$ cat config.mk
export PLATFORM = sky130hd
export DESIGN_NAME = pixel_polynomial_window_mask_flat
export DESIGN_NICKNAME = d
export VERILOG_FILES = /design/src/rtl/ppwm_pkg.sv /design/src/rtl/ppwm_in_if.sv /design/src/rtl/ppwm_out_if.sv /design/src/rtl/ppwm_cfg_if.sv /design/src/rtl/ppwm_front.sv /design/src/rtl/ppwm_queue.sv /design/src/rtl/ppwm_back.sv /design/src/rtl/pixel_polynomial_window_mask.sv /design/src/flat_wrapper.sv
export SDC_FILE = /design/constraint.sdc
export NUM_CORES = 2
export LEC_CHECK = 0
export CORE_MARGIN = 3
export CORE_UTILIZATION = 68
export CTS_CLUSTER_SIZE = 12
export DETAILED_ROUTE_END_ITERATION = 10
export DONT_BUFFER_PORTS = 1
export PLACE_DENSITY = 0.9
export SYNTH_ARGS = -nofsm -noshare
export SYNTH_HDL_FRONTEND = slang
export SYNTH_HIERARCHICAL = 1
export SYNTH_SLANG_ARGS = --single-unit
$ cat constraint.sdc
create_clock -name clk -period 19.95 [get_ports clk]
set_input_delay 3.99 -clock clk [delete_from_list [all_inputs] [get_ports clk]]
set_output_delay 3.99 -clock clk [all_outputs]
set_load 0.05 [all_outputs]
$ cat src/rtl/ppwm_pkg.sv
// ----------------------------------------------------------------------------
// ppwm_pkg: shared types and constants for the polynomial window mask
// Field widths, Q.16 arithmetic widths, register indexes and queue items.
// ----------------------------------------------------------------------------
package ppwm_pkg;

  // Field and register widths
  localparam int PIX_W = 16;
  localparam int DIM_W = 12;
  localparam int POS_W = 11;
  localparam int MU_W  = 4;
  localparam int IDX_W = 2;

  // Largest frame dimension; wider settings are clamped to it
  localparam int MAX_DIMENSION = 2048;

  // Q.16 arithmetic
  localparam int FRAC_W = 16;
  localparam int R_W    = 18;  // signed ratio / power term, range +-1.0
  localparam int F_W    = 18;  // unsigned window factor, range 0..2.0
  localparam int M_W    = 19;  // unsigned separable product, range 0..4.0
  localparam int MUL_W  = 20;  // signed multiplier operand
  localparam int PROD_W = 2 * MUL_W;
  localparam int Y_W    = PROD_W - FRAC_W;
  localparam int DIV_STEPS = FRAC_W;
  localparam int CNT_W  = $clog2(DIV_STEPS);

  // Queue between front and back
  localparam int QUEUE_DEPTH = 2;
  localparam int QPTR_W      = $clog2(QUEUE_DEPTH);
  localparam int QCNT_W      = $clog2(QUEUE_DEPTH + 1);

  // Register indexes
  localparam logic [IDX_W-1:0] REG_IMAGE_WIDTH     = 2'd0;
  localparam logic [IDX_W-1:0] REG_IMAGE_HEIGHT    = 2'd1;
  localparam logic [IDX_W-1:0] REG_WINDOW_EXPONENT = 2'd2;

  // Register reset values
  localparam logic [DIM_W-1:0] IMAGE_WIDTH_RST     = 12'd512;
  localparam logic [DIM_W-1:0] IMAGE_HEIGHT_RST    = 12'd512;
  localparam logic [MU_W-1:0]  WINDOW_EXPONENT_RST = 4'd2;

  typedef logic signed [PIX_W-1:0] pix_t;
  typedef logic [POS_W-1:0]        pos_t;
  typedef logic [DIM_W-1:0]        dim_t;
  typedef logic [MU_W-1:0]         mu_t;

  // One classified pixel on its way to the back end
  typedef struct packed {
    pix_t pixel;
    pos_t col;
    pos_t row;
    pos_t cx;
    pos_t cy;
    mu_t  mu;
    logic frame_end;
  } entry_t;

  // Write side of the queue
  typedef struct packed {
    logic   push;
    entry_t entry;
  } q_wr_t;

  // Read side of the queue
  typedef struct packed {
    logic   valid;
    entry_t entry;
  } q_rd_t;

  // Clamp a dimension setting to the largest supported frame size
  function automatic dim_t clamp_dim(dim_t v);
    dim_t lim;
    lim = DIM_W'(MAX_DIMENSION);
    return (v > lim) ? lim : v;
  endfunction

endpackage

$ cat src/rtl/ppwm_in_if.sv
// ----------------------------------------------------------------------------
// ppwm_in_if: pixel input channel
// Valid/ready channel that carries one raw pixel per item.
// ----------------------------------------------------------------------------
interface ppwm_in_if;
  logic          valid;
  logic          ready;
  ppwm_pkg::pix_t pixel_in;

  modport source (output valid, output pixel_in, input ready);
  modport sink   (input valid, input pixel_in, output ready);
endinterface

$ cat src/rtl/ppwm_out_if.sv
// ----------------------------------------------------------------------------
// ppwm_out_if: masked pixel output channel
// Valid/ready channel that carries one masked pixel and its frame flag.
// ----------------------------------------------------------------------------
interface ppwm_out_if;
  logic          valid;
  logic          ready;
  ppwm_pkg::pix_t pixel_out;
  logic          frame_end;

  modport source (output valid, output pixel_out, output frame_end, input ready);
  modport sink   (input valid, input pixel_out, input frame_end, output ready);
endinterface

$ cat src/rtl/ppwm_cfg_if.sv
// ----------------------------------------------------------------------------
// ppwm_cfg_if: configuration write channel
// Valid/ready channel that carries a register index and its write data.
// ----------------------------------------------------------------------------
interface ppwm_cfg_if;
  logic                          valid;
  logic                          ready;
  logic [ppwm_pkg::IDX_W-1:0]    index;
  logic [ppwm_pkg::DIM_W-1:0]    data;

  modport source (output valid, output index, output data, input ready);
  modport sink   (input valid, input index, input data, output ready);
endinterface

$ cat src/rtl/ppwm_front.sv
// ----------------------------------------------------------------------------
// ppwm_front: configuration registers and pixel classification
// Holds the frame settings, tracks the raster position, flags the last
// pixel of a frame and pushes each item with its window setup to the queue.
// ----------------------------------------------------------------------------
module ppwm_front (
  input  logic              clk,
  input  logic              rst,
  ppwm_cfg_if.sink          cfg,
  ppwm_in_if.sink           pixels,
  input  logic              queue_full,
  output ppwm_pkg::q_wr_t   wr
);

  ppwm_pkg::dim_t image_width;
  ppwm_pkg::dim_t image_height;
  ppwm_pkg::mu_t  window_exponent;
  ppwm_pkg::pos_t col;
  ppwm_pkg::pos_t row;

  ppwm_pkg::dim_t w_eff;
  ppwm_pkg::dim_t h_eff;
  ppwm_pkg::dim_t col_inc;
  ppwm_pkg::dim_t row_inc;
  logic           row_end;
  logic           last_row;
  logic           accept;

  // Register writes are always taken
  assign cfg.ready = 1'b1;

  always_ff @(posedge clk) begin
    if (rst) begin
      image_width     <= ppwm_pkg::IMAGE_WIDTH_RST;
      image_height    <= ppwm_pkg::IMAGE_HEIGHT_RST;
      window_exponent <= ppwm_pkg::WINDOW_EXPONENT_RST;
    end else if (cfg.valid) begin
      unique case (cfg.index)
        ppwm_pkg::REG_IMAGE_WIDTH:     image_width     <= cfg.data;
        ppwm_pkg::REG_IMAGE_HEIGHT:    image_height    <= cfg.data;
        ppwm_pkg::REG_WINDOW_EXPONENT: window_exponent <= cfg.data[ppwm_pkg::MU_W-1:0];
        default: ;
      endcase
    end
  end

  // Classify the position of the current item
  assign w_eff    = ppwm_pkg::clamp_dim(image_width);
  assign h_eff    = ppwm_pkg::clamp_dim(image_height);
  assign col_inc  = {1'b0, col} + 1'b1;
  assign row_inc  = {1'b0, row} + 1'b1;
  assign row_end  = col_inc >= w_eff;
  assign last_row = row_inc >= h_eff;

  // Take an item whenever the queue has room
  assign pixels.ready = !queue_full;
  assign accept       = pixels.valid && !queue_full;

  always_comb begin
    wr.push            = accept;
    wr.entry.pixel     = pixels.pixel_in;
    wr.entry.col       = col;
    wr.entry.row       = row;
    wr.entry.cx        = w_eff[ppwm_pkg::DIM_W-1:1];
    wr.entry.cy        = h_eff[ppwm_pkg::DIM_W-1:1];
    wr.entry.mu        = window_exponent;
    wr.entry.frame_end = row_end && last_row;
  end

  // Advance the raster position, wrap at row and frame end
  always_ff @(posedge clk) begin
    if (rst) begin
      col <= '0;
      row <= '0;
    end else if (accept) begin
      if (row_end) begin
        col <= '0;
        row <= last_row ? '0 : row_inc[ppwm_pkg::POS_W-1:0];
      end else begin
        col <= col_inc[ppwm_pkg::POS_W-1:0];
      end
    end
  end

`ifndef SYNTHESIS
  a_frame_wrap: assert property (@(posedge clk) disable iff (rst)
    accept && wr.entry.frame_end |=> (col == '0) && (row == '0))
    else $error("raster position did not wrap after the last pixel of a frame");
`endif

endmodule

$ cat src/rtl/ppwm_queue.sv
// ----------------------------------------------------------------------------
// ppwm_queue: short item queue between front and back
// Small FIFO of classified items so that each side stalls on its own.
// ----------------------------------------------------------------------------
module ppwm_queue (
  input  logic              clk,
  input  logic              rst,
  input  ppwm_pkg::q_wr_t   wr,
  input  logic              pop,
  output ppwm_pkg::q_rd_t   rd,
  output logic              full
);

  ppwm_pkg::entry_t            mem [ppwm_pkg::QUEUE_DEPTH];
  logic [ppwm_pkg::QPTR_W-1:0] wr_ptr;
  logic [ppwm_pkg::QPTR_W-1:0] rd_ptr;
  logic [ppwm_pkg::QCNT_W-1:0] count;
  logic                        do_pop;

  localparam logic [ppwm_pkg::QPTR_W-1:0] LAST_PTR =
    ppwm_pkg::QPTR_W'(ppwm_pkg::QUEUE_DEPTH - 1);

  assign full     = count == ppwm_pkg::QCNT_W'(ppwm_pkg::QUEUE_DEPTH);
  assign rd.valid = count != '0;
  assign rd.entry = mem[rd_ptr];
  assign do_pop   = pop && rd.valid;

  // Store pushed items
  always_ff @(posedge clk) begin
    if (wr.push) begin
      mem[wr_ptr] <= wr.entry;
    end
  end

  // Advance pointers and occupancy
  always_ff @(posedge clk) begin
    if (rst) begin
      wr_ptr <= '0;
      rd_ptr <= '0;
      count  <= '0;
    end else begin
      if (wr.push) begin
        wr_ptr <= (wr_ptr == LAST_PTR) ? '0 : wr_ptr + 1'b1;
      end
      if (do_pop) begin
        rd_ptr <= (rd_ptr == LAST_PTR) ? '0 : rd_ptr + 1'b1;
      end
      if (wr.push && !do_pop) begin
        count <= count + 1'b1;
      end else if (!wr.push && do_pop) begin
        count <= count - 1'b1;
      end
    end
  end

`ifndef SYNTHESIS
  a_no_overflow: assert property (@(posedge clk) disable iff (rst)
    wr.push |-> !full)
    else $error("item pushed into a full queue");
  a_no_underflow: assert property (@(posedge clk) disable iff (rst)
    pop |-> rd.valid)
    else $error("item popped from an empty queue");
`endif

endmodule

$ cat src/rtl/ppwm_back.sv
// ----------------------------------------------------------------------------
// ppwm_back: window evaluation and pixel scaling
// Sequencer around one restoring divider and one shared 20x20 multiplier:
// column and row ratios, their powers, the separable product, the scaled
// and saturated pixel, then an output register toward the sink.
// ----------------------------------------------------------------------------
module ppwm_back (
  input  logic              clk,
  input  logic              rst,
  input  ppwm_pkg::q_rd_t   rd,
  output logic              pop,
  ppwm_out_if.source        masked
);

  localparam logic [2:0] S_IDLE     = 3'd0;
  localparam logic [2:0] S_DIV_INIT = 3'd1;
  localparam logic [2:0] S_DIV      = 3'd2;
  localparam logic [2:0] S_DIV_DONE = 3'd3;
  localparam logic [2:0] S_POW      = 3'd4;
  localparam logic [2:0] S_MASK     = 3'd5;
  localparam logic [2:0] S_SCALE    = 3'd6;

  localparam int R_W   = ppwm_pkg::R_W;
  localparam int F_W   = ppwm_pkg::F_W;
  localparam int M_W   = ppwm_pkg::M_W;
  localparam int MUL_W = ppwm_pkg::MUL_W;
  localparam int POS_W = ppwm_pkg::POS_W;
  localparam int FRAC_W = ppwm_pkg::FRAC_W;

  localparam logic signed [R_W-1:0] ONE_R = R_W'(1 << FRAC_W);
  localparam logic [ppwm_pkg::CNT_W-1:0] LAST_STEP =
    ppwm_pkg::CNT_W'(ppwm_pkg::DIV_STEPS - 1);
  localparam logic signed [ppwm_pkg::Y_W-1:0] Y_MAX = ppwm_pkg::Y_W'(32767);
  localparam logic signed [ppwm_pkg::Y_W-1:0] Y_MIN = -ppwm_pkg::Y_W'(32768);

  // Control
  logic [2:0]                  state;
  logic                        axis_y;
  logic [ppwm_pkg::CNT_W-1:0]  cnt;
  ppwm_pkg::mu_t               k;
  logic                        out_valid;

  // Datapath
  ppwm_pkg::entry_t            cur;
  logic [POS_W:0]              rem;
  logic [FRAC_W-1:0]           q;
  logic                        neg;
  logic                        sat;
  logic                        zero;
  logic signed [R_W-1:0]       rx;
  logic signed [R_W-1:0]       ry;
  logic signed [R_W-1:0]       t;
  logic [F_W-1:0]              fx;
  logic [F_W-1:0]              fy;
  logic [M_W-1:0]              m;
  ppwm_pkg::pix_t              pixel_out;
  logic                        frame_end;

  // Combinational helpers
  ppwm_pkg::pos_t              pos_sel;
  ppwm_pkg::pos_t              c_sel;
  logic signed [POS_W:0]       d;
  ppwm_pkg::pos_t              mag;
  logic [POS_W:0]              rem2;
  logic                        ge;
  logic [FRAC_W:0]             rmag;
  logic signed [R_W-1:0]       r_new;
  logic signed [R_W-1:0]       r_sel;
  logic signed [R_W:0]         f_full;
  logic signed [MUL_W-1:0]     ma;
  logic signed [MUL_W-1:0]     mb;
  logic signed [ppwm_pkg::PROD_W-1:0] prod;
  logic signed [ppwm_pkg::Y_W-1:0]    y;
  ppwm_pkg::pix_t              y_sat;
  logic                        pow_done;
  logic                        out_free;
  logic                        load_out;

  // Distance from the centre for the axis in work
  assign pos_sel = axis_y ? cur.row : cur.col;
  assign c_sel   = axis_y ? cur.cy : cur.cx;
  assign d       = $signed({1'b0, pos_sel}) - $signed({1'b0, c_sel});
  assign mag     = d[POS_W] ? POS_W'(-d) : d[POS_W-1:0];

  // One restoring step of the ratio division
  assign rem2 = {rem[POS_W-1:0], 1'b0};
  assign ge   = rem2 >= {1'b0, c_sel};

  // Signed, saturated ratio from the finished quotient
  always_comb begin
    if (zero) begin
      rmag = '0;
    end else if (sat) begin
      rmag = (FRAC_W + 1)'(1 << FRAC_W);
    end else begin
      rmag = {1'b0, q};
    end
    r_new = neg ? -$signed({1'b0, rmag}) : $signed({1'b0, rmag});
  end

  assign r_sel    = axis_y ? ry : rx;
  assign pow_done = k == cur.mu;
  assign f_full   = $signed({ONE_R[R_W-1], ONE_R}) - $signed({t[R_W-1], t});

  // Shared multiplier operand select
  always_comb begin
    ma = '0;
    mb = '0;
    unique case (state)
      S_POW: begin
        ma = MUL_W'(t);
        mb = MUL_W'(r_sel);
      end
      S_MASK: begin
        ma = $signed({{(MUL_W - F_W){1'b0}}, fx});
        mb = $signed({{(MUL_W - F_W){1'b0}}, fy});
      end
      S_SCALE: begin
        ma = MUL_W'(cur.pixel);
        mb = $signed({{(MUL_W - M_W){1'b0}}, m});
      end
      default: ;
    endcase
  end

  assign prod = ma * mb;
  assign y    = prod[ppwm_pkg::PROD_W-1:FRAC_W];

  // Saturate the scaled pixel to 16 bits
  always_comb begin
    if (y > Y_MAX) begin
      y_sat = 16'sh7fff;
    end else if (y < Y_MIN) begin
      y_sat = -16'sh8000;
    end else begin
      y_sat = y[ppwm_pkg::PIX_W-1:0];
    end
  end

  assign pop      = (state == S_IDLE) && rd.valid;
  assign out_free = !out_valid || masked.ready;
  assign load_out = (state == S_SCALE) && out_free;

  // Sequencer and output register control
  always_ff @(posedge clk) begin
    if (rst) begin
      state     <= S_IDLE;
      axis_y    <= 1'b0;
      cnt       <= '0;
      k         <= '0;
      out_valid <= 1'b0;
    end else begin
      // Load a new item, or drop the held one once taken
      if (load_out) begin
        out_valid <= 1'b1;
      end else if (masked.ready) begin
        out_valid <= 1'b0;
      end
      unique case (state)
        S_IDLE: begin
          if (rd.valid) begin
            axis_y <= 1'b0;
            state  <= S_DIV_INIT;
          end
        end
        S_DIV_INIT: begin
          cnt   <= '0;
          state <= S_DIV;
        end
        S_DIV: begin
          cnt <= cnt + 1'b1;
          if (cnt == LAST_STEP) begin
            state <= S_DIV_DONE;
          end
        end
        S_DIV_DONE: begin
          if (!axis_y) begin
            axis_y <= 1'b1;
            state  <= S_DIV_INIT;
          end else begin
            axis_y <= 1'b0;
            k      <= '0;
            state  <= S_POW;
          end
        end
        S_POW: begin
          if (pow_done) begin
            k <= '0;
            if (!axis_y) begin
              axis_y <= 1'b1;
            end else begin
              state <= S_MASK;
            end
          end else begin
            k <= k + 1'b1;
          end
        end
        S_MASK: begin
          state <= S_SCALE;
        end
        S_SCALE: begin
          if (out_free) begin
            state <= S_IDLE;
          end
        end
        default: begin
          state <= S_IDLE;
        end
      endcase
    end
  end

  // Datapath registers
  always_ff @(posedge clk) begin
    if (pop) begin
      cur <= rd.entry;
    end
    if (state == S_DIV_INIT) begin
      rem  <= {1'b0, mag};
      q    <= '0;
      neg  <= d[POS_W];
      sat  <= mag >= c_sel;
      zero <= c_sel == '0;
    end
    if (state == S_DIV) begin
      rem <= ge ? rem2 - {1'b0, c_sel} : rem2;
      q   <= {q[FRAC_W-2:0], ge};
    end
    if (state == S_DIV_DONE) begin
      if (axis_y) begin
        ry <= r_new;
      end else begin
        rx <= r_new;
      end
      t <= ONE_R;
    end
    if (state == S_POW) begin
      if (pow_done) begin
        if (axis_y) begin
          fy <= f_full[F_W-1:0];
        end else begin
          fx <= f_full[F_W-1:0];
        end
        t <= ONE_R;
      end else begin
        t <= prod[FRAC_W + R_W - 1:FRAC_W];
      end
    end
    if (state == S_MASK) begin
      m <= prod[FRAC_W + M_W - 1:FRAC_W];
    end
    if (load_out) begin
      pixel_out <= y_sat;
      frame_end <= cur.frame_end;
    end
  end

  assign masked.valid     = out_valid;
  assign masked.pixel_out = pixel_out;
  assign masked.frame_end = frame_end;

`ifndef SYNTHESIS
  a_div_runs: assert property (@(posedge clk) disable iff (rst)
    (state == S_DIV) && (cnt != LAST_STEP) |=> state == S_DIV)
    else $error("division left before its last step");
  a_ratio_range: assert property (@(posedge clk) disable iff (rst)
    state == S_POW |-> (rx <= ONE_R) && (rx >= -ONE_R) && (ry <= ONE_R) && (ry >= -ONE_R))
    else $error("ratio outside of +-1.0");
  a_pop_starts: assert property (@(posedge clk) disable iff (rst)
    pop |=> (state == S_DIV_INIT) && !axis_y)
    else $error("popped item did not start on the column axis");
`endif

endmodule

$ cat src/rtl/pixel_polynomial_window_mask.sv
// ----------------------------------------------------------------------------
// pixel_polynomial_window_mask: separable polynomial window on a pixel stream
// Scales each raster-order pixel by fx*fy, fx = 1 - ((col-cx)/cx)^mu in Q.16,
// and saturates the result to signed 16 bits.
// ----------------------------------------------------------------------------
//
//   channel  role    payload                  handshake
//   -------  ------  -----------------------  -----------
//   cfg      sink    index, data              valid/ready
//   pixels   sink    pixel_in                 valid/ready
//   masked   source  pixel_out, frame_end     valid/ready
//
// The back end works on one item at a time: two 16-step
// restoring divisions, window_exponent+1 passes of the shared multiplier per
// axis, one product and one scaling step. The queue holds up to two
// queued items, so pixels are taken while an item is in work.
// Reset (rst, synchronous) restores 512 x 512 and exponent 2, and clears the
// raster position, the queue and the output register.
// A stalled output holds its item; the back end waits in the scaling step.
// ----------------------------------------------------------------------------
module pixel_polynomial_window_mask (
  input  logic        clk,
  input  logic        rst,
  ppwm_cfg_if.sink    cfg,
  ppwm_in_if.sink     pixels,
  ppwm_out_if.source  masked
);

  ppwm_pkg::q_wr_t wr;
  ppwm_pkg::q_rd_t rd;
  logic            queue_full;
  logic            pop;

  ppwm_front u_front (
    .clk        (clk),
    .rst        (rst),
    .cfg        (cfg),
    .pixels     (pixels),
    .queue_full (queue_full),
    .wr         (wr)
  );

  ppwm_queue u_queue (
    .clk  (clk),
    .rst  (rst),
    .wr   (wr),
    .pop  (pop),
    .rd   (rd),
    .full (queue_full)
  );

  ppwm_back u_back (
    .clk    (clk),
    .rst    (rst),
    .rd     (rd),
    .pop    (pop),
    .masked (masked)
  );

endmodule

$ cat src/flat_wrapper.sv
// flat-port wrapper written by rule: the top's interface ports become plain ports
module pixel_polynomial_window_mask_flat 
  (clk, rst, cfg_valid, cfg_index, cfg_data, cfg_ready, pixels_valid, pixels_pixel_in, pixels_ready, masked_valid, masked_pixel_out, masked_frame_end, masked_ready);
  ppwm_cfg_if cfg_i ();
  ppwm_in_if pixels_i ();
  ppwm_out_if masked_i ();
  input  logic clk;
  input  logic rst;
  input wire logic [$bits(cfg_i.valid)-1:0] cfg_valid;
  input wire logic [$bits(cfg_i.index)-1:0] cfg_index;
  input wire logic [$bits(cfg_i.data)-1:0] cfg_data;
  output wire logic [$bits(cfg_i.ready)-1:0] cfg_ready;
  input wire logic [$bits(pixels_i.valid)-1:0] pixels_valid;
  input wire logic [$bits(pixels_i.pixel_in)-1:0] pixels_pixel_in;
  output wire logic [$bits(pixels_i.ready)-1:0] pixels_ready;
  output wire logic [$bits(masked_i.valid)-1:0] masked_valid;
  output wire logic [$bits(masked_i.pixel_out)-1:0] masked_pixel_out;
  output wire logic [$bits(masked_i.frame_end)-1:0] masked_frame_end;
  input wire logic [$bits(masked_i.ready)-1:0] masked_ready;
  assign cfg_i.valid = cfg_valid;
  assign cfg_i.index = cfg_index;
  assign cfg_i.data = cfg_data;
  assign cfg_ready = cfg_i.ready;
  assign pixels_i.valid = pixels_valid;
  assign pixels_i.pixel_in = pixels_pixel_in;
  assign pixels_ready = pixels_i.ready;
  assign masked_valid = masked_i.valid;
  assign masked_pixel_out = masked_i.pixel_out;
  assign masked_frame_end = masked_i.frame_end;
  assign masked_i.ready = masked_ready;
  pixel_polynomial_window_mask u_core (.clk(clk), .rst(rst), .cfg(cfg_i), .pixels(pixels_i), .masked(masked_i));
endmodule
# After elaboration in Yosys (flattened, before gate mapping)
# Memory sizes are Yosys's and may differ from the RTL's. A register that Yosys moved wholly into a read port is not among the register bits.
# Index checks and enable logic that the tools add are counted.
dict set report totals {
  ff_bits 223
  latch_bits 0
  mem_bits_rw 130
  mem_bits_ro 0
  inputBits 35
  elab_cells 144
  memories 1
}
dict set report classes {
  addsub 13
  mul 1
  n_div 0
  order_cmp 8
  n_eq_ne 17
  shift 0
  n_mux 45
  n_bitwise 1
  n_reduce_logical 32
}
# name depth width read_ports rd_clocked_by_memory_dff wr line
set memory_table {}
lappend memory_table {u_core.u_queue.mem 2 65 1 1 1 ppwm_queue.sv:14} ;# ppwm_pkg::entry_t mem [ppwm_pkg::QUEUE_DEPTH];
# cell n
set op_table {}
lappend op_table {{20-bit one-hot mux with 3 select lines} 2}
lappend op_table {{18-bit 2-to-1 mux} 5}
lappend op_table {{11-bit 2-to-1 mux} 8}
lappend op_table {{16-bit 2-to-1 mux} 3}
lappend op_table {{20-bit by 20-bit multiplier with 40-bit output} 1}
lappend op_table {{17-bit 2-to-1 mux} 2}
lappend op_table {{11-bit by 1-bit adder with 12-bit output (second input constant)} 2}
lappend op_table {{12-bit >= comparator} 2}
lappend op_table {{12-bit greater-than comparator (second input constant)} 2}
lappend op_table {{24-bit by 16-bit greater-than comparator with 1-bit output (second input constant)} 1}
lappend op_table {{24-bit by 16-bit less-than comparator with 1-bit output (second input constant)} 1}
lappend op_table {{12-bit 2-to-1 mux} 2}
lappend op_table {{3-bit one-hot mux with 7 select lines} 1}
lappend op_table {{3-bit 2-to-1 mux} 6}
lappend op_table {{17-bit negation with 18-bit output} 1}
lappend op_table {{18-bit subtractor (first input constant)} 1}
lappend op_table {{4-bit one-hot mux with 2 select lines} 2}
lappend op_table {{2-bit AND reduction} 7}
lappend op_table {{12-bit by 11-bit >= comparator with 1-bit output} 1}
lappend op_table {{2-bit != test (second input constant)} 6}
lappend op_table {{11-bit by 11-bit subtractor with 12-bit output} 1}
lappend op_table {{11-bit >= comparator} 1}
lappend op_table {{11-bit zero test} 1}
lappend op_table {{11-bit negation} 1}
lappend op_table {{other kinds (26)} 57}

# Depth between registers and ports, before layout
dict set report depth {
  word_depth 7
  mapped_depth 36
  depth_no_buf 31
}

# Cells and area by module
# Netlist, hierarchy kept.
# module instances cells_each area_per_inst_um2
set by_module_without_submodules {}
lappend by_module_without_submodules {ppwm_back 1 2637 26067.5}
lappend by_module_without_submodules {ppwm_queue 1 224 4916.0}
lappend by_module_without_submodules {ppwm_front 1 404 3154.3}

# Least setup slack after synthesis
# No wires, ideal clock.
dict set report synth_timing {
  path_type {flip-flop to flip-flop}
  startpoint {register u_core.u_back.state[0]}
  endpoint {register u_core.u_back.pixel_out[10], in the netlist u_core/u_back/masked.pixel_out[10], data pin}
  setup_ps 129
  t_arrival_ps 9062
  required_time_ps 19821
  setup_slack_ps 10759
  stages_incl_launch_ff 28
  path_buffers 7
  synth_period_minus_slack_ps 9191
  cell_sequence {dfxtp_1 -> buf_2 -> buf_1 -> buf_1 -> clkbuf_1 -> nand3b_1 -> clkbuf_1 -> nor2_1 -> fa_1 -> fa_1 -> inv_1 -> fa_1 -> fa_1 -> fa_1 -> fa_1 -> inv_1 -> fa_1 -> ha_1 -> clkbuf_1 -> a21o_1 -> a311o_1 -> a211oi_1 -> o21ai_1 -> xnor2_1 -> or4b_4 -> o41ai_4 -> buf_6 -> a21o_1}
}
dict set report synth_via {
  elab_chain_len 5
}
# element line
set synth_lines {}
lappend synth_lines {{from (decl)} ppwm_back.sv:37} ;# logic [2:0] state;
lappend synth_lines {{from (signal assigned)} ppwm_back.sv:147} ;# state <= S_IDLE;
lappend synth_lines {{from (signal assigned)} ppwm_back.sv:163} ;# state <= S_DIV_INIT;
lappend synth_lines {{from (signal assigned)} ppwm_back.sv:168} ;# state <= S_DIV;
lappend synth_lines {{3-bit == test} ppwm_back.sv:109} ;# unique case (state)
lappend synth_lines {{20-bit one-hot mux with 3 select lines} ppwm_back.sv:109}
lappend synth_lines {{20-bit by 20-bit multiplier with 40-bit output *} ppwm_back.sv:126} ;# assign prod = ma * mb;
lappend synth_lines {{24-bit by 16-bit less-than comparator with 1-bit output} ppwm_back.sv:133} ;# end else if (y < Y_MIN) begin
lappend synth_lines {{16-bit 2-to-1 mux} ppwm_back.sv:133}
lappend synth_lines {{to (signal assigned)} ppwm_back.sv:253} ;# pixel_out <= y_sat;
lappend synth_lines {{to (decl)} ppwm_back.sv:56} ;# ppwm_pkg::pix_t pixel_out;
# Every way passes the cells marked *; elsewhere a longest branch is shown, timed or not.
# A chain may end at the register's enable or synchronous reset.

# Worst setup path in the final report
dict set report layout_timing {
  startpoint {register u_core.u_back.state[1]}
  endpoint {register u_core.u_back.pixel_out[1], in the netlist u_core/u_back/masked.pixel_out[1], data pin}
}
# Same word-level chain as after synthesis.

==> impl_metrics.toml <==
[status]
run_status = "finished, final reports clean"

[pwr]
sw_frac_of_total_pct = 35.93
internal_power_mw = 2.084
power_frac_seq_pct = 39.5
clockPowerShare_pct = 23.4
total_power_mw = 3.252
net-switching-power_mw = 1.169
leakage_component_of_the_power_nw = 15.48
p_comb_share_pct = 37.1
ir_worst_vdd_mv = 0.1140
pwr_density_cell_mw_per_mm2 = 90.50

[yosys]
asyncSetResetFlopFracSynth_pct = 0
post_synth.cell_area_avg_um2 = 10.46
synth_cell_types = 94
mappedNetlistArea_mm2 = 0.03414
synth.area.top_cells = "sky130_fd_sc_hd__edfxtp_1 31%, sky130_fd_sc_hd__fa_1 24%, sky130_fd_sc_hd__inv_1 6.3%, sky130_fd_sc_hd__ha_1 6.2%, sky130_fd_sc_hd__dfxtp_1 4.0%"
combinational_family_with_the_most_area_after_synthesis = "adder cells"
synth-compound-area-share_pct = 7.066
yosys.cell_count.top_type = "sky130_fd_sc_hd__inv_1"
synth.net_count = 3878
ys_seq_elements = 419
synthesized_instance_count = 3265
synth.mux.area_fraction_pct = 4.512
ys_seq_area_share_pct = 34.86
synth_common_cells = "570 x sky130_fd_sc_hd__inv_1, 409 x sky130_fd_sc_hd__fa_1, 351 x sky130_fd_sc_hd__edfxtp_1, 336 x sky130_fd_sc_hd__nand2_1, 333 x sky130_fd_sc_hd__nor2_1"
synth_flop_cell = "sky130_fd_sc_hd__edfxtp_1"
number_of_synthesized_flops_with_an_enable_pin = 351
synthesis.yosys.warnings = 6
post-synth-top-area-cell = "sky130_fd_sc_hd__edfxtp_1"
yosys.area_share.xor_xnor_pct = 2.819
yosysTopAreaCellShare_pct = 30.88
synth-adder-area-share_pct = 30.18
synthesized_area_fraction_occupied_by_and_or_nand_nor_cells_pct = 12.27

[cts]
postCtsSetupRepairBufs = 0
cts.path.max_buffers = 3
cts_max_level = 2
cts_sink_cnt = 419
clkTransAtPathRegs_ps = 60
tritoncts = "yes"
post_cts_resized = 0
clockRootBuffer = "sky130_fd_sc_hd__clkbuf_16"
cts-hold-fix-buffers = 0
number_of_buffers_created_by_cts = 42
worstSkewPairLatency_ps = 580

[finish]
finish.cell_count_without_fillers = 3904
layout_area_overhead_pct = 5.271
multiInputGateArea_mm2 = 0.01944
regArea_mm2 = 0.01191
fillerInstances = 3074
layout-drive-gt1-share_pct = 7.288
num-nets-final = 3818

[timing]
clock-skew-final_ps = 50.12
timing.max_slew.rel_slack_pct = 8.819
fin_setup_tns_ps = 0
timing_worst_slew_pin_value_ps = 1363
maxClockFrequency_mhz = 91.12
drv_slew = 0
timing.final.ws_setup_ps = 8976
final-hold-violation-count = 0
grt_setup_unrepaired = "false"
final_setup_violation_count = 0
finalCritPeriodShare_pct = 55.01
fin_crit_ps = 10970

[critical_path]
regToRegSetupSlack_ps = 8980
path_class = "register to register"
regToRegStartpoint = "u_core/u_back/state[1]"
worst_setup_path_end_kind = "register"
critPathLaunchType = "register"
rr_endpoint = "u_core/u_back/masked.pixel_out[1]"
reg2regPathDepth = 27
arrival_ps = 11390
crit_fanout = 54
worstPathRequired_ps = 20360

[worst_hold_path]
min-delay-start = "u_core/u_front/image_height[8]"
worst_hold_path.endpoint = "u_core/u_front/image_height[8]"
whs_path_depth = 2
hp-class = "register to register"

[placed_design]
placement.io_buffers = 0
gp_congestion = 1.024
place_ws_ps = 9292
dp_hpwl_um = 64520
placedCellCount = 3825

[floorplanning]
top_level_ports = 55
total_core_area_mm2 = 0.04925
core.rowCount = 81
start_util_pct = 69.31
fp.dieH_um = 230.1
die_area_mm2 = 0.05293
fp.dieW_um = 230.1

[drt]
first_pass_iters = 6
iteration_0_drc_count_of_the_detailed_router = 3574
dr_total_vias = 25039
vias_per_cell = 6.414
drt-total-wl_um = 92000
routed_wire_length_per_instance_um = 23.57
ant_nets = 0
drcViolationCount = 0

[global_route]
global_route_wire_length_before_repair_um = 146000
number_of_global_route_vias_before_repair = 26231
antenna_violations_before_repair = 2
global_route.overflow_total = 0
grt.total_usage_pct = 35.67
grt_max_degree = 86

[flow_run]
max-cap-violations = 0
## flip-flops by register name, indices dropped and copies added (netlist names), 2 cells and up, named ones only
register / flops
u_core/u_front/image_height: 12
u_core/u_back/cnt: 4
u_core/u_back/fx: 18
u_core/u_back/state: 3
u_core/u_queue/count: 2
u_core/u_front/col: 11
u_core/u_back/m: 19
u_core/u_back/fy: 18
u_core/u_back/t: 18
u_core/u_front/image_width: 12
u_core/u_back/k: 4
u_core/u_queue/mem: 130
u_core/u_front/row: 11
u_core/u_back/rx: 18
u_core/u_back/q: 16
u_core/u_back/masked.pixel_out: 16
u_core/u_back/rem: 11
u_core/u_front/window_exponent: 4
u_core/u_back/ry: 18
u_core/u_back/cur: 65
## layout make-up
cell class,instances,share of cell area [%]
Sequential cell,419,33.13
Tap cell,664,2.312
Multi-Input combinational cell,2129,54.09
Timing Repair Buffer,41,0.8565
Clock buffer,71,3.398
Clock inverter,6,0.2193
Inverter,572,5.975
Antenna cell,2,0.01393
## metal layers
| metal | track usage (%) | up-vias | part of all wire (%) |
|---|---|---|---|
| met5 | 0 | - | 0.029 |
| met4 | 14.50 | 4 | 5.0 |
| met3 | 9.663 | 414 | 14 |
| met2 | 56.80 | 1980 | 46 |
| met1 | 47.00 | 12192 | 35 |
| li1 | - | 10449 | - |
## per-stage QoR
step	hold WS, ps	area (um^2)	utilization [%]
2_1_floorplan	400.3	34140	-
3_3_place_gp	413.5	34630	70.31
3_5_place_dp	407.2	34630	70.31
4_1_cts	462.5	35930	72.95
5_1_grt	472.2	35930	72.95
6_report	465.5	35940	72.96
## power by group through the flow
stage	Sequential [mW]	Clock [mW]	Combinational (mW)
floorplan	1.25	0	0.885
global placement	1.28	0	1.06
detailed placement	1.29	0	1.12
CTS	1.28	0.759	1.17
global route	1.29	0.791	1.31
finish	1.29	0.760	1.21
## worst max-delay path: stages (launching register included)
cell                       delay [ps]
sky130_fd_sc_hd__dfxtp_2          310
sky130_fd_sc_hd__buf_4            490
sky130_fd_sc_hd__nor2b_2          240
sky130_fd_sc_hd__buf_4            420
sky130_fd_sc_hd__nand2_1          100
sky130_fd_sc_hd__o21ai_0          290
sky130_fd_sc_hd__and2_1           640
sky130_fd_sc_hd__nand2_1          210
sky130_fd_sc_hd__inv_1            180
sky130_fd_sc_hd__fa_1             600
sky130_fd_sc_hd__fa_1             590
sky130_fd_sc_hd__inv_1             90
sky130_fd_sc_hd__fa_1            1110
sky130_fd_sc_hd__fa_1             560
sky130_fd_sc_hd__fa_1             470
sky130_fd_sc_hd__fa_1             560
sky130_fd_sc_hd__inv_1             60
sky130_fd_sc_hd__fa_1             450
sky130_fd_sc_hd__ha_1             510
sky130_fd_sc_hd__nand2_1          160
sky130_fd_sc_hd__nor3_1           300
sky130_fd_sc_hd__nand2_1          200
sky130_fd_sc_hd__or3_1            380
sky130_fd_sc_hd__o21ai_1          230
sky130_fd_sc_hd__xor2_1           310
sky130_fd_sc_hd__a311oi_1         110
sky130_fd_sc_hd__a41oi_1         1070
sky130_fd_sc_hd__a21o_1           180
## cells in the final DEF, fill, tap and decap left out, types with 12 or more instances in the layout
master	n
sky130_fd_sc_hd__a21boi_0	13
sky130_fd_sc_hd__a21o_1	44
sky130_fd_sc_hd__a21oi_1	116
sky130_fd_sc_hd__a31oi_1	12
sky130_fd_sc_hd__and2_1	34
sky130_fd_sc_hd__and3_1	32
sky130_fd_sc_hd__buf_4	41
sky130_fd_sc_hd__clkbuf_1	24
sky130_fd_sc_hd__clkbuf_16	43
sky130_fd_sc_hd__dfxtp_1	63
sky130_fd_sc_hd__edfxtp_1	351
sky130_fd_sc_hd__fa_1	409
sky130_fd_sc_hd__ha_1	169
sky130_fd_sc_hd__inv_1	570
sky130_fd_sc_hd__mux2_2	91
sky130_fd_sc_hd__mux2i_1	50
sky130_fd_sc_hd__nand2_1	336
sky130_fd_sc_hd__nand3_1	48
sky130_fd_sc_hd__nand4_1	12
sky130_fd_sc_hd__nor2_1	332
sky130_fd_sc_hd__nor2b_1	15
sky130_fd_sc_hd__nor3_1	26
sky130_fd_sc_hd__o21ai_0	67
sky130_fd_sc_hd__o21ai_1	13
sky130_fd_sc_hd__or3_1	13
sky130_fd_sc_hd__xnor2_1	68
sky130_fd_sc_hd__xor2_1	40
## worst max-delay path by stage
stage                      startpoint                                  to
2_1_floorplan  u_core/u_back/state[0]  u_core/u_back/masked.pixel_out[10]
3_3_place_gp   u_core/u_back/state[1]   u_core/u_back/masked.pixel_out[0]
3_5_place_dp   u_core/u_back/state[1]   u_core/u_back/masked.pixel_out[2]
4_1_cts        u_core/u_back/state[1]   u_core/u_back/masked.pixel_out[1]
5_1_grt        u_core/u_back/state[1]   u_core/u_back/masked.pixel_out[1]
6_report       u_core/u_back/state[1]   u_core/u_back/masked.pixel_out[1]
## cells by family (layout without fill, tap and decap cells)
kind of cell	Yosys count	count (layout)
AND/OR/NAND/NOR	932	932
buffers and inverters	717	690
adder cells (fa/ha/maj)	578	578
flip-flops	419	419
AO/OA/AOI/OAI	367	367
multiplexers	142	142
XOR/XNOR	109	109
other	1	3
Note: power is estimated with default switching activity, not from simulation.
